$ cat config.mk
export PLATFORM = sky130hd
export DESIGN_NAME = ffha_ram
export DESIGN_NICKNAME = d
export VERILOG_FILES = /design/src/rtl/first_fit_heap_allocator_defines.svh /design/src/rtl/ffha_ram.sv
export SDC_FILE = /design/constraint.sdc
export NUM_CORES = 1
export LEC_CHECK = 0
export BUFFER_PORTS_ARGS = -buffer_cell sky130_fd_sc_hd__buf_2
export CAP_MARGIN = 20
export CELL_PAD_IN_SITES_DETAIL_PLACEMENT = 0
export CELL_PAD_IN_SITES_GLOBAL_PLACEMENT = 1
export CORE_MARGIN = 5
export CORE_UTILIZATION = 35
export DETAILED_ROUTE_END_ITERATION = 7
export PLACE_DENSITY = 0.64
export SETUP_SLACK_MARGIN = 0.5
export SKIP_LAST_GASP = 1
export SLEW_MARGIN = 25
export SYNTH_ARGS = -nofsm -noshare
export SYNTH_HDL_FRONTEND = slang
export SYNTH_SLANG_ARGS = --single-unit
$ cat constraint.sdc
create_clock -name clk_i -period 3.3 [get_ports clk_i]
set_input_delay 0.66 -clock clk_i [delete_from_list [all_inputs] [get_ports clk_i]]
set_output_delay 0.66 -clock clk_i [all_outputs]
set_load 0.005 [all_outputs]
$ cat src/rtl/first_fit_heap_allocator_defines.svh
// Assertion macros shared by the allocator RTL.
`ifndef FIRST_FIT_HEAP_ALLOCATOR_DEFINES_SVH
`define FIRST_FIT_HEAP_ALLOCATOR_DEFINES_SVH

// Same-cycle implication, checked on clk_i, off during reset.
`define FFHA_ASSERT_IMP(lbl, ante, cons, msg) \
  lbl: assert property (@(posedge clk_i) disable iff (!rst_ni) (ante) |-> (cons)) \
    else $error(msg);

// Next-cycle implication, checked on clk_i, off during reset.
`define FFHA_ASSERT_NXT(lbl, ante, cons, msg) \
  lbl: assert property (@(posedge clk_i) disable iff (!rst_ni) (ante) |=> (cons)) \
    else $error(msg);

`endif

$ cat src/rtl/ffha_ram.sv
// Generic single-write, single-read RAM with registered read data.
module ffha_ram #(
  parameter int WIDTH = 8,
  parameter int DEPTH = 16,
  localparam int AW   = (DEPTH > 1) ? $clog2(DEPTH) : 1
) (
  input  logic             clk_i,
  input  logic             we_i,
  input  logic [AW-1:0]    waddr_i,
  input  logic [WIDTH-1:0] wdata_i,
  input  logic             re_i,
  input  logic [AW-1:0]    raddr_i,
  output logic [WIDTH-1:0] rdata_o
);

  logic [WIDTH-1:0] mem [DEPTH];
  logic [WIDTH-1:0] rdata_q;

  always_ff @(posedge clk_i) begin
    if (we_i) begin
      mem[waddr_i] <= wdata_i;
    end
    if (re_i) begin
      rdata_q <= mem[raddr_i];
    end
  end

  assign rdata_o = rdata_q;

endmodule

======== After elaboration in Yosys (flattened, before gate mapping) ========
Memory sizes are Yosys's and may differ from the RTL's. A register that Yosys moved wholly into a read port is not among the register bits.
Cells that the tools add are included.
storage, ports and cells
  register bits ........................... 0
  bits in writable memories ............... 128
  logic and storage cells ................. 3
  memories kept ........................... 1
cells by class
  muxes and demuxes ....................... 2
memories
  memory  words  width  rd ports  clocked after Yosys merged registers in  write ports  RTL line        source
  mem     16     8      1         1                                        1            ffha_ram.sv:16  logic [WIDTH-1:0] mem [DEPTH];
operators with widths
  cell    count
  $mux 1  2

======== Logic depth before layout (Yosys ltp) ========
  depth in word-level cells ............... 2
  mapped depth ............................ 5
  depth with buffers taken out ............ 3

======== Least setup slack after synthesis ========
Ideal clock, no wire load.
  kind .................................... in2reg
  start ................................... input waddr_i[2]
  end ..................................... memory mem[0][0], enable pin
  library setup time ...................... 0.383 ns
  arrival ................................. 1.770 ns
  data required time ...................... 2.917 ns
  setup slack ............................. 1.147 ns
  stages on the path ...................... 2
  buffers on the path ..................... 0
  path through ............................ or3b_2 -> nor3_1
RTL lines
  item         RTL line        source
  from (decl)  ffha_ram.sv:9   input logic [AW-1:0] waddr_i,
  to (decl)    ffha_ram.sv:16
No word-level cell before the write port.

======== Worst setup path in the final report ========
  start ................................... input waddr_i[2]
  end ..................................... memory mem[2][2], enable pin
No word-level cell before the write port.

==> impl_metrics.json <==
{
  "outcome": "complete, no violations",
  "viasPerCell": 5.118,
  "overflow": 0,
  "postCtsSetupBuffers": 0,
  "min_path_cells": 1,
  "wl_per_cell_um": 21.06,
  "place_area_sq_um": 5559,
  "yosys_warnings": 0,
  "synthFlopType": "edfxtp_1",
  "clock_skew_ns": 0.01064,
  "p_leak_nw": 2.021,
  "power.density_nw_per_um2": 641.7,
  "nNetsFinal": 289,
  "grt_pass1_vias": 2530,
  "maxSlewViolCount": 0,
  "synth_seq_cells": 136,
  "holdWs_ns": 0.6287,
  "dpl.hpwl_mm": 6.197,
  "holdBufCountCts": 0,
  "root_buffer": "clkbuf_16",
  "antenna_found_initial": 0,
  "routed_wl_mm": 9.812,
  "cts.clk_slew.worst_paths_ns": 0.05,
  "vias": 2385,
  "ant_nets": 0,
  "cp_max_fo": 8,
  "synth_edf_count": 136,
  "grt_first_pass_wirelength_mm": 14.92,
  "max_cap_viol_count": 0,
  "regToRegStartpoint": "mem[2][4]$_DFFE_PP_",
  "finalWorstSetupSlack_ns": 1.338,
  "syn_nets": 248,
  "num_rows": 44,
  "die_w_um": 132.2,
  "finalPower_mw": 3.930,
  "fin_cells": 466,
  "die_area_sq_um": 17480,
  "cts_htree_levels": 4,
  "fin_area_sq_um": 6125,
  "end_kind": "register",
  "netlist_instances": 229,
  "syn_avg_cell_area_sq_um": 22.83,
  "syn_area_sq_um": 5228,
  "min_period_over_period_pct": 59.46,
  "cts-buffers-inserted": 17,
  "final_util_pct": 41.98,
  "dpl.cell_count": 435,
  "dr.pass1.iters": 4,
  "io_pins": 27,
  "yosysSeqAreaShare_pct": 78.12,
  "clk_latency_ns": 0.41,
  "cp-start-kind": "input pin",
  "start_util_pct": 35.83,
  "n_antenna_cell": 0,
  "drtIter0Drc": 198,
  "remaining_drc_errors": 0,
  "gr-usage-all-layers_pct": 11.67,
  "r2r_end": "rdata_o[4]$_DFFE_PP_",
  "worst_slew_pin_slew_ns": 1.052,
  "cts.sink_count": 136,
  "holdCritStartpoint": "re_i",
  "finalHoldViolations": 0,
  "holdPathEnd": "rdata_o[1]$_DFFE_PP_",
  "die_h_um": 132.2,
  "required_ns": 3.33,
  "ys_async_sr_fraction_pct": 0,
  "hold_class": "input pin to register",
  "arrival_ns": 1.99,
  "post_cts_resized": 0,
  "fp.coreArea_sq_um": 14590,
  "layout-drive-gt1-share_pct": 26.95,
  "grt_max_degree": 33,
  "setup_viol": 0,
  "port_buffers": 26,
  "area_delta_synth_final_pct": 17.16,
  "cts_tree": "done",
  "ir_drop_v": 0.0004283,
  "path_class": "input pin to register",
  "r2r_slack_ns": 1.81,
  "reg2reg_depth": 3,
  "place_congestion": 0.7187,
  "dp_slack_ns": 0.9111,
  "synth_cell_types": 18,
  "rsz0062_at_grt": "false",
  "slew-limit-headroom_pct": 29.60,
  "final.setup.tns_ns": 0,
  "layout_min_cycle_time_ns": 1.962,
  "max_freq_mhz": 509.6,
  "clk_path_buf_depth": 2
}
==> sequential cells by signal, indices dropped and copies added (netlist names) <==
signal,count
mem,128
rdata_o,8
==> cells by family after synthesis <==
logic type	after synthesis	share of synthesized area, %
and+or+nand+nor	35	3.136
DFF	136	78.12
AOI/OAI and AO/OA	16	2.298
buffers and inverters	10	1.651
muxes	32	14.79
==> cells in the mapped netlist, types with 2 or more instances <==
library cell	number	area share, %
a22oi_1	16	2.3
clkdlybuf4s25_2	3	0.57
nand2b_1	2	0.24
nand2_1	9	0.65
nor3_1	4	0.38
mux4_2	18	7.8
nand3b_1	2	0.29
buf_6	3	0.65
edfxtp_1	136	78
buf_2	3	0.29
mux4_1	14	7.0
nor2_1	13	0.93
==> placed cells by master, fill, tap and decap left out <==
cell,count
clkbuf_16,17
nand3_1,1
bufinv_16,3
nand2_1,9
clkinv_2,4
buf_2,26
mux4_1,14
clkinv_1,5
edfxtp_1,136
mux4_2,18
or3b_2,1
buf_4,5
nand2b_1,2
clkbuf_1,1
nand3b_1,2
nor3_1,4
and2b_1,1
buf_12,1
clkinvlp_4,1
and2_1,1
nor2b_1,1
a22oi_1,16
nor2_1,13
==> report_power, final <==
group          internal [mW]  switching, mW  leakage, nW  total (mW)
combinational         0.0705         0.0987        0.509       0.169
sequential              1.95        0.00996         1.24        1.96
clock                   1.16          0.641        0.277        1.80
==> worst max-delay path by stage <==
| stage | cells past startpoint | from | slack [ns] | end |
|---|---|---|---|---|
| finish | 3 | waddr_i[2] | 1.34 | mem[2][2]$_DFFE_PP_ |
| global placement | 3 | waddr_i[2] | 0.91 | mem[3][2]$_DFFE_PP_ |
| global route | 3 | waddr_i[2] | 1.28 | mem[2][2]$_DFFE_PP_ |
| detailed placement | 3 | waddr_i[2] | 0.91 | mem[2][2]$_DFFE_PP_ |
| CTS | 3 | waddr_i[2] | 1.32 | mem[2][7]$_DFFE_PP_ |
| floorplan | 2 | waddr_i[2] | 1.15 | mem[0][0]$_DFFE_PP_ |
==> layout make-up <==
class | instances | area [sq um]
Tap cell | 184 | 230.2
Sequential cell | 136 | 4084
Clock buffer | 18 | 429.2
Clock inverter | 13 | 136.4
Timing Repair Buffer | 32 | 187.7
Multi-Input combinational cell | 83 | 1057
Fill cell | 1245 | 8464
==> layer usage <==
metal	track usage, %	part of all wire, %	wire length (um)
met3	4.313	5.8	573
met2	17.32	47	4628
met4	4.242	1.4	133
met5	0	0	0
met1	15.85	46	4478
==> critical path: stages <==
cell	delay, ns
buf_2	0.11
or3b_2	0.51
nor2_1	0.70
(Power assumes the default switching activity.)
