[src/rtl/first_fit_heap_allocator_defines.svh]
// Assertion macros shared by the allocator RTL.
`ifndef FIRST_FIT_HEAP_ALLOCATOR_DEFINES_SVH
`define FIRST_FIT_HEAP_ALLOCATOR_DEFINES_SVH

// Same-cycle implication, checked on clk_i, off during reset.
`define FFHA_ASSERT_IMP(lbl, ante, cons, msg) \
  lbl: assert property (@(posedge clk_i) disable iff (!rst_ni) (ante) |-> (cons)) \
    else $error(msg);

// Next-cycle implication, checked on clk_i, off during reset.
`define FFHA_ASSERT_NXT(lbl, ante, cons, msg) \
  lbl: assert property (@(posedge clk_i) disable iff (!rst_ni) (ante) |=> (cons)) \
    else $error(msg);

`endif

[src/rtl/ffha_pkg.sv]
// Types, codes and constants of the first-fit heap allocator.
package ffha_pkg;

  localparam int DATA_W           = 32;
  localparam int MAX_BLOCKS_DEF   = 64;
  localparam int HEADER_BYTES_DEF = 24;
  localparam int CFG_IDX_W        = 1;
  localparam logic [DATA_W-1:0] HEAP_LIMIT_RST = 32'd65536;

  typedef enum logic [1:0] {
    OP_ALLOC  = 2'd0,
    OP_FREE   = 2'd1,
    OP_RESIZE = 2'd2,
    OP_CALLOC = 2'd3
  } op_e;

  typedef enum logic [1:0] {
    ST_OK      = 2'd0,
    ST_ZERO    = 2'd1,
    ST_NOMEM   = 2'd2,
    ST_BADFREE = 2'd3
  } status_e;

  typedef enum logic [CFG_IDX_W-1:0] {
    CFG_HEAP_BASE  = 1'b0,
    CFG_HEAP_LIMIT = 1'b1
  } cfg_reg_e;

  // Request payload
  typedef struct packed {
    op_e               operation;
    logic [DATA_W-1:0] request_size;
    logic [DATA_W-1:0] element_count;
    logic [DATA_W-1:0] address;
  } req_t;

  // Response payload
  typedef struct packed {
    status_e           status;
    logic [DATA_W-1:0] result_address;
    logic              copy_needed;
    logic [DATA_W-1:0] copy_source;
    logic [DATA_W-1:0] copy_length;
    logic              zero_fill;
  } rsp_t;

  // One block table entry
  typedef struct packed {
    logic              free;
    logic [DATA_W-1:0] size;
    logic [DATA_W-1:0] start;
  } entry_t;

  localparam int ENTRY_W = $bits(entry_t);

  // Shared add/compare unit operands and results
  typedef struct packed {
    logic [DATA_W-1:0] a;
    logic [DATA_W-1:0] b;
    logic              add_hdr;
    logic [DATA_W-1:0] c;
  } unit_in_t;

  typedef struct packed {
    logic [DATA_W+1:0] sum;
    logic              gt;
    logic              eq;
    logic              eq32;
  } unit_out_t;

endpackage

[src/rtl/ffha_alu.sv]
// Shared adder and comparator: sum = a + b (+ header), compared against c.
module ffha_alu
  import ffha_pkg::*;
#(
  parameter int HEADER_BYTES = HEADER_BYTES_DEF
) (
  input  unit_in_t  uin_i,
  output unit_out_t uout_o
);

  localparam logic [DATA_W+1:0] HDR = (DATA_W + 2)'(HEADER_BYTES);

  logic [DATA_W+1:0] sum;
  logic [DATA_W+1:0] cmp;

  // three-input add, wide enough that no carry is lost
  assign sum = {2'b00, uin_i.a} + {2'b00, uin_i.b} + (uin_i.add_hdr ? HDR : '0);
  assign cmp = {2'b00, uin_i.c};

  assign uout_o.sum  = sum;
  assign uout_o.gt   = (sum > cmp);
  assign uout_o.eq   = (sum == cmp);
  assign uout_o.eq32 = (sum[DATA_W-1:0] == uin_i.c);

endmodule
[config.mk]
export PLATFORM = sky130hd
export DESIGN_NAME = ffha_alu
export DESIGN_NICKNAME = d
export VERILOG_FILES = /design/src/rtl/first_fit_heap_allocator_defines.svh /design/src/rtl/ffha_pkg.sv /design/src/rtl/ffha_alu.sv
export SDC_FILE = /design/constraint.sdc
export NUM_CORES = 1
export LEC_CHECK = 0
export ABC_AREA = 1
export BUFFER_PORTS_ARGS = -buffer_cell sky130_fd_sc_hd__buf_2
export CAP_MARGIN = 20
export CORE_MARGIN = 1
export CORE_UTILIZATION = 45
export DETAILED_ROUTE_END_ITERATION = 7
export PLACE_DENSITY = 0.79
export SLEW_MARGIN = 20
export SYNTH_ARGS = -nofsm -noshare
export SYNTH_HDL_FRONTEND = slang
export SYNTH_SLANG_ARGS = --single-unit
[constraint.sdc]
create_clock -name vclk -period 3
set_input_delay 0 -clock vclk [all_inputs]
set_output_delay 0 -clock vclk [all_outputs]
set_load 0.05 [all_outputs]
# Yosys cells after proc, flatten, opt, wreduce, memory -nomap -nowiden
# Index checks and enable logic that the tools add are counted.
# W data, S select, Z words.
[totals] register_bits=0 in_bits=97 output_inout_bits=37 elab_cells=6
[classes] addsub=2 n_lt_le_gt_ge=1 n_eq_ne=2 muxes=1
[op_table] op="$add A33 B5 Y34" n=1
[op_table] op="$eq A34 B32 Y1" n=1
[op_table] op="$gt A34 B32 Y1" n=1
[op_table] op="$add A32 B32 Y33" n=1
[op_table] op="$eq A32 B32 Y1" n=1
[op_table] op="$mux W5" n=1

# Depth between registers and ports, before layout
# Gate-level depths: netlist of the first run.
[logic_depth] ltp_word=3 mapped_depth=28 ltp_nobuf=28

# Worst setup path before layout of the first run
# No wires, ideal clock.
[synth_path] kind="input-to-output" startpoint="input port uin_i[32] (netlist name)" endpoint="output port uout_o[1] (netlist name)" arrival_time_ns=3.931 required_time_ns=3.000 slack_ns=-0.931 stages=21 n_path_buf=0 cell_sequence="inv_1 > fa_1 > inv_1 > ha_1 > nand3_1 > nand2_1 > nand2_1 > nand2_1 > nand3_1 > nand2_1 > nand2_1 > nand2_2 > a21oi_1 > xnor2_1 > ha_1 > nand2_1 > inv_1 > nand3_1 > nor3_1 > nand4_1 > nor3_2"
[synth_rtl] item="start: declaration" line="ffha_alu.sv:7" source="input unit_in_t uin_i,"
[synth_rtl] item="end: declaration" line="ffha_alu.sv:8" source="output unit_out_t uout_o"

==> out/summary.txt, run 1 <==
status - finished, violations left
failing checks - negative setup slack
1st-pass router iterations - 5
logic gate share of total power - 1.000
Crit path top cell by count - nand2_1
Worst Path Arrival - 3.39 ns
Switching Share - 0.589
maxcap violations - 0
RSZ-0062 raised after global routing - true
final critical-path share of the clock period - 1.13
Leak - 3.21 nW
Starting DRT DRC Count - 175
Die X - 85.3 µm
Net Count, Synth - 686
Final Net Count - 940
total grt overflow - 0
vias in the first global route - 4,159
hold path endpoint - uout_o[3]
starting density of the core - 0.463
Die Footprint - 7280 µm²
Total Routed Length - 11,800 µm
Fin. Hold Viols - 0
Syn Inst Count - 493
P_int - 1.03 mW
Crit path required time - 3.00 ns
power density cells - 445 nW/µm²
Slowest cell on crit path - fa_1
worst hold path type - input pin to primary output
Flop pwr share - 0
layout cells sized above 1 - 0.483
first-pass GRT wire length - 17,700 µm
Tightest Pin Transition - 0.381 ns
Final setup viols - 3
FMAX - 295 MHz
# fillers - 409
# clk buffers - 0
IO Port Bufs - 134
final instance area - 5620 µm²
Post-DP Area - 5180 µm²
Critical Path Source Type - input pin
Syn Area/Cell - 6.34 µm²
min-delay src - uin_i[65]
synth unique cells - 33
Die Y - 85.3 µm
placer congestion estimate - 0.926
sequential-to-total area share from yosys stat - 0
DR WL/cell - 14.3 µm
Rel. slew slack - 0.743
commonest non-fill, non-tap cell in the layout - buf_2
most frequent cells in the layout - buf_2, buf_4, nand2_1
fin. max-slew vios - 0
initial antenna violation count - 0
Total Power - 2.50 mW
total track usage - 0.293
Worst VDD drop - 0.000323 V
sw power - 1.47 mW
post-layout min period - 3.39 ns
number of synthesis warnings - 0
kind of critical path - input pin to primary output
Area growth syn-to-layout - 79.8%
I/O Pins - 134
post-layout worst setup margin - -0.386 ns
hold_buf cts - 0
placed insts - 813
cell family with most CP delay - simple AND/OR/NAND/NOR gates
DPL Wire Length - 9310 µm
num sequential - 0
Core Region - 6760 µm²
# rows - 30
Sequential Area - 0 µm²
fin util - 0.832
CP Max Fanout - 4
fin cells - 825
Worst setup EP type - primary output
critical path buffer and inverter count - 5
detailed-route via count - 4,346
Routed Antenna Nets - 0
max incr delay on CP - 0.54 ns
vias per inst - 5.27
Post-Synthesis Cell Area - 3130 µm²
Antenna diodes - 0
DRC Markers - 0
Clock Power Share - 0
setup_tns - -0.998 ns
Cells on Worst Hold Path - 3
pin count of the biggest net entering global routing - 7
[worst max-delay path by stage]
stage | start | end | cells past startpoint
after CTS | uin_i[32] | uout_o[2] | 28
after floorplan | uin_i[68] | uout_o[1] | 22
after detailed placement | uin_i[68] | uout_o[1] | 24
after global routing | uin_i[32] | uout_o[2] | 29
final | uin_i[32] | uout_o[2] | 28
after global placement | uin_i[68] | uout_o[2] | 29
[logic make-up (layout without fill, tap and decap cells)]
logic type,count (synthesis),after routing,share of synthesized area
simple gates,196,196,0.263
fa+ha+maj,96,96,0.392
buf+inv,91,343,0.109
compound gates,83,83,0.160
xor+xnor,27,27,0.0757
[metal layers]
| metal | GRT usage | vias to the layer above | wire length (µm) |
|---|---|---|---|
| met5 | 0 | - | 0 |
| met4 | 0.0409 | 0 | 297 |
| met3 | 0.0146 | 36 | 581 |
| met2 | 0.589 | 188 | 6180 |
| met1 | 0.348 | 2003 | 4750 |
| li1 | - | 2119 | - |
[through the flow]
step | setup WS [ns] | hold WS [ns]
2_1_floorplan | -0.261 | 0.380
6_report | -0.386 | 0.479
4_1_cts | -0.280 | 0.488
3_5_place_dp | -0.492 | 0.487
3_3_place_gp | -0.387 | 0.460
5_1_grt | -0.557 | 0.516
[power groups by stage]
stage | Sequential, mW | Combinational [mW] | Clock (mW)
floorplan | 0 | 1.43 | 0
global placement | 0 | 2.16 | 0
detailed placement | 0 | 2.22 | 0
CTS | 0 | 2.32 | 0
global route | 0 | 2.67 | 0
finish | 0 | 2.50 | 0
[repair_timing]
action                     CTS  global route
pin swaps                   22            40
resized for setup           37            35
setup endpoints to repair    3             3
setup buffers                7             6
[synthesized netlist by cell type (all sizes together)]
cell	instances	area share
a211oi	2	0.0048
nand3b	1	0.0024
o21ai	16	0.029
nand4	1	0.0020
ha	93	0.37
a21o	10	0.024
xor2	21	0.059
a21boi	1	0.0024
a31oi	4	0.0080
a21oi	42	0.072
nor4b	1	0.0028
or2	1	0.0020
o21bai	4	0.0096
nor2	37	0.045
o221ai	1	0.0028
xnor2	6	0.017
nand2	128	0.16
fa	3	0.019
o211ai	1	0.0024
nor4	2	0.0040
inv	91	0.11
nand3	18	0.030
o21a	2	0.0048
nor3	7	0.013
[cell type report]
type,count,area [µm²],area share
Multi-Input combinational cell,402,3540,0.631
Timing Repair Buffer,252,1630,0.289
Inverter,91,349,0.0621
Tap cell,80,100,0.0178
(Power assumes the default switching activity.)
==> run 2, diff against run 1 <==
Settings changed: ABC_AREA 1 to 0, BUFFER_PORTS_ARGS -buffer_cell sky130_fd_sc_hd__buf_2 to -buffer_cell sky130_fd_sc_hd__clkbuf_2, PLACE_DENSITY 0.79 to 0.8.
==> run 2 against run 1 <==
Net effect:
- the flow finishes with violations (design-rule violations, negative setup slack)
- via count decreased by 12%
- maximum frequency decreased by 15%
- power decreased by 16%
- critical path type unchanged
- highest routed layer unchanged
==> out/summary.txt, run 2 <==
Die Footprint - 7060 µm²
total grt overflow - 0
power density cells - 427 nW/µm²
Critical Path Source Type - input pin
Antenna diodes - 0
RSZ-0062 raised after global routing - true
Core Region - 6420 µm²
worst hold path type - input pin to primary output
Cell Chain, Critical Path - buf_8 > inv_4 > fa_1 > inv_2 > ha_4 > o211ai_1 > o211ai_1 > a21oi_4 > buf_4 > o31a_2 > xnor2_2 > ha_1 > a21o_1 > a21o_1 > a211o_1 > a2111oi_2 > nor3_2 > a21o_2 > buf_12
failing checks - design-rule violations, negative setup slack
initial antenna violation count - 0
post-synth top area share - 0.384
status - finished, violations left
most frequent cells after synthesis - ha_1, inv_1, a21oi_1, nor2_1, a21o_1
placer congestion estimate - 0.911
final critical-path share of the clock period - 1.33
Worst Path Arrival - 4.00 ns
Die Y - 84.0 µm
vias per inst - 5.39
Fin. Hold Viols - 0
# fillers - 477
Routed Antenna Nets - 0
maxcap violations - 0
max incr delay on CP - 0.54 ns
post-layout worst setup margin - -0.999 ns
Final Net Count - 831
Net Count, Synth - 586
final instance area - 4940 µm²
CP startpoint - uin_i[32]
CP Max Fanout - 3
fin cells - 713
top cell type by total area after synthesis - ha_1
Tightest Pin Transition - 0.398 ns
num sequential - 0
DRT met1 WL - 4000 µm
total track usage - 0.274
Slowest cell on crit path - fa_1
Rel. slew slack - 0.732
# clk buffers - 0
Sequential Area - 0 µm²
pin count of the biggest net entering global routing - 9
post-layout min period - 4.00 ns
FMAX - 250 MHz
vias in the first global route - 3,988
fin. max-slew vios - 0
Die X - 84.0 µm
DRC Markers - 16
most frequent cells in the layout - clkbuf_2, buf_4, ha_1
Final setup viols - 3
layout cells sized above 1 - 0.473
Post-DP Area - 4750 µm²
Worst setup EP type - primary output
kind of critical path - input pin to primary output
met2 WL - 5040 µm
DPL Wire Length - 8540 µm
Area growth syn-to-layout - 63.0%
detailed-route via count - 3,843
Worst VDD drop - 0.000297 V
Crit path required time - 3.00 ns
Syn Inst Count - 393
sequential-to-total area share from yosys stat - 0
first-pass GRT wire length - 16,300 µm
Post-Synthesis Cell Area - 3030 µm²
I/O Pins - 134
synth unique cells - 60
placed insts - 706
Area contributors post-synth - ha_1, inv_1, a21o_1
hold_buf cts - 0
total length of routed met3 wires - 354 µm
top layer in use - met4
# rows - 29
starting density of the core - 0.471
commonest non-fill, non-tap cell in the layout - clkbuf_2
Leak - 2.83 nW
Syn Area/Cell - 7.70 µm²
IO Port Bufs - 134
Total Routed Length - 9790 µm
worst hold margin - 0.501 ns
DR WL/cell - 13.7 µm
Starting DRT DRC Count - 134
critical path capture point - uout_o[2]
1st-pass router iterations - 7
number of synthesis warnings - 0
top-count cell post-synth - ha_1
==> run 2: cell families after synthesis <==
kind of cell	after synthesis	synth area share
xor gates and xnor gates	26	0.0752
and+or+nand+nor	94	0.163
AOI/OAI and AO/OA	124	0.289
adders and majority gates	96	0.404
buffers and inverters	53	0.0686
==> run 2: per-stage QoR <==
stage	TNS (ns)	setup slack [ns]	utilization	power, mW
after CTS	-2.47	-0.948	0.757	2.06
after floorplan	-3.92	-1.50	-	1.27
final	-2.68	-0.999	0.769	2.11
after detailed placement	-2.95	-1.06	0.740	2.01
after global placement	-2.66	-0.979	0.740	1.96
after global routing	-3.30	-1.17	0.769	2.27
==> run 2: worst max-delay path, delay by kind of cell <==
family	cells	cell delay (ns)
adders and majority gates	3	1.09
buffers and inverters	5	0.46
AOI/OAI and AO/OA	9	2.17
and+or+nand+nor	1	0.10
xor gates and xnor gates	1	0.18
==> run 2: power by group <==
| part | switching (mW) | internal, mW |
|---|---|---|
| combinational | 1.21 | 0.895 |
| clock | 0 | 0 |
| sequential | 0 | 0 |
| total | 1.21 | 0.895 |
==> run 2: worst min-delay path by stage <==
stage | endpoint | startpoint | cells past startpoint | slack (ns)
floorplan | uout_o[3] | uin_i[65] | 1 | 0.38
global placement | uout_o[3] | uin_i[65] | 3 | 0.48
detailed placement | uout_o[3] | uin_i[65] | 3 | 0.51
CTS | uout_o[3] | uin_i[65] | 3 | 0.50
global route | uout_o[3] | uin_i[65] | 3 | 0.51
finish | uout_o[3] | uin_i[65] | 3 | 0.50
==> run 2: cell type report <==
cell class / instances / area, µm² / area share
inverters: 48 / 190 / 0.0385
multi-input cells: 340 / 3050 / 0.619
well taps: 77 / 96.3 / 0.0195
repair buffers: 248 / 1600 / 0.323
==> run 2: per-layer routing <==
metal | track usage | vias up
met3 | 0.0119 | 36
met5 | 0 | -
li1 | - | 1951
met1 | 0.296 | 1727
met2 | 0.546 | 129
met4 | 0.114 | 0
==> run 2: repair_timing <==
item / CTS / global route
pin swaps: 16 / 18
setup buffers: 6 / 2
setup endpoints to repair: 4 / 5
gates resized for setup: 13 / 17
==> run 3, diff against run 2 <==
Settings changed: CORE_UTILIZATION 45 to 35, PLACE_DENSITY 0.8 to unset, RECOVER_POWER set to 100.
==> run 3 against run 2 <==
Net effect:
- the flow finishes with violations (negative setup slack)
- sequential share of layout area did not move
- routed wire length is 6.1% lower
- via count decreased by 3.1%
- final cell count rose by 5.0%
- global-route usage decreased by 7.3 points
==> out/summary.txt, run 3 (synthesis results as in run 2) <==
Leak - 2.82 nW
critical path buffer and inverter count - 4
Setup WS pre-CTS - -1.32 ns
status - finished, violations left
Worst setup EP type - primary output
vias per inst - 4.97
Slowest cell on crit path - fa_1
Area growth syn-to-layout - 66.7%
cell family with most CP delay - compound AO/OA/AOI/OAI gates
Antenna diodes - 0
placer congestion estimate - 0.873
Flop pwr share - 0
Total Power - 2.10 mW
Die Footprint - 9030 µm²
total grt overflow - 0
setup_tns - -2.62 ns
Sequential Area - 0 µm²
Rel. slew slack - 0.577
starting density of the core - 0.365
num sequential - 0
Total Routed Length - 9190 µm
fin. max-slew vios - 0
vias in the first global route - 3,527
kind of critical path - input pin to primary output
Final Net Count - 839
Switching Share - 0.572
# rows - 33
most frequent cells in the layout - buf_4, clkbuf_2, ha_1
pin count of the biggest net entering global routing - 9
Post-DP Area - 4820 µm²
post-layout min period - 3.94 ns
Routed Antenna Nets - 0
DPL Wire Length - 8340 µm
I/O Pins - 134
DRC Markers - 0
initial antenna violation count - 0
FMAX - 254 MHz
commonest non-fill, non-tap cell in the layout - buf_4
Worst VDD drop - 0.000306 V
total track usage - 0.201
top layer in use - met4
DR WL/cell - 12.3 µm
worst hold path type - input pin to primary output
max incr delay on CP - 0.54 ns
1st-pass router iterations - 4
Die Y - 95.0 µm
detailed-route via count - 3,724
Fin. Hold Viols - 0
final critical-path share of the clock period - 1.31
Tightest Pin Transition - 0.637 ns
Crit path required time - 3.00 ns
IO Port Bufs - 134
DRT met1 WL - 4020 µm
Cell Chain, Critical Path - buf_8 > inv_8 > fa_1 > inv_2 > ha_4 > a21oi_2 > o211ai_1 > and3_4 > o21a_1 > o311ai_2 > a211o_1 > o211ai_1 > ha_1 > nand4_1 > nor3_2 > nand3_2 > nor3b_2 > a2111oi_4 > nor3_2 > a21o_2 > buf_12
RSZ-0062 raised after global routing - true
# clk buffers - 0
post-layout worst setup margin - -0.938 ns
met2 WL - 4800 µm
P_int - 0.898 mW
Die X - 95.0 µm
sw power - 1.20 mW
failing checks - negative setup slack
Worst Path Arrival - 3.94 ns
Critical Path Source Type - input pin
total length of routed met3 wires - 298 µm
layout cells sized above 1 - 0.450
final instance area - 5050 µm²
maxcap violations - 0
Core Region - 8300 µm²
CP Max Fanout - 3
power density cells - 416 nW/µm²
hold_buf cts - 0
logic gate share of total power - 1.000
Starting DRT DRC Count - 59
Final setup viols - 3
Clock Power Share - 0
first-pass GRT wire length - 15,000 µm
-- run 3: power groups by stage --
stage / Combinational [mW] / Sequential [mW] / Clock (mW)
floorplan: 1.27 / 0 / 0
global placement: 1.99 / 0 / 0
detailed placement: 2.02 / 0 / 0
CTS: 2.06 / 0 / 0
global route: 2.28 / 0 / 0
finish: 2.10 / 0 / 0
-- run 3: area by class of cell --
type | instances | area (µm²)
Fill cell | 775 | 3250
Inverter | 48 | 188
Multi-Input combinational cell | 340 | 3100
Tap cell | 105 | 131
Timing Repair Buffer | 256 | 1630
-- run 3: tightest hold or removal path: cells and delay by family --
family | cells | cell delay, ns
buffers and inverters | 2 | 0.37
adder cells (fa/ha/maj) | 1 | 0.22
-- run 3: final timing paths --
| check | start | to | slack [ns] | depth (start not counted) |
|---|---|---|---|---|
| worst min-delay path | uin_i[65] | uout_o[3] | 0.60 | 3 |
| worst max-delay path | uin_i[68] | uout_o[2] | -0.94 | 21 |
-- run 3: per-layer routing --
| layer | track usage | vias to the layer above |
|---|---|---|
| li1 | - | 1967 |
| met1 | 0.244 | 1658 |
| met2 | 0.402 | 93 |
| met3 | 0.00239 | 6 |
| met4 | 0.0189 | 0 |
| met5 | 0 | - |
-- run 3: what timing repair did --
action	in CTS	in global routing
buffers inserted	3	7
pin swaps	21	23
gates resized for setup	18	22
endpoints found under the setup margin	4	5
gates cloned	0	0
-- run 3: per-stage QoR --
step                utilization  hold slack [ns]  std cells
finish                    0.608            0.596        749
global route              0.608            0.605        749
CTS                       0.596            0.484        742
detailed placement        0.581            0.484        739
global placement          0.581            0.481        739
floorplan                     -            0.380        393
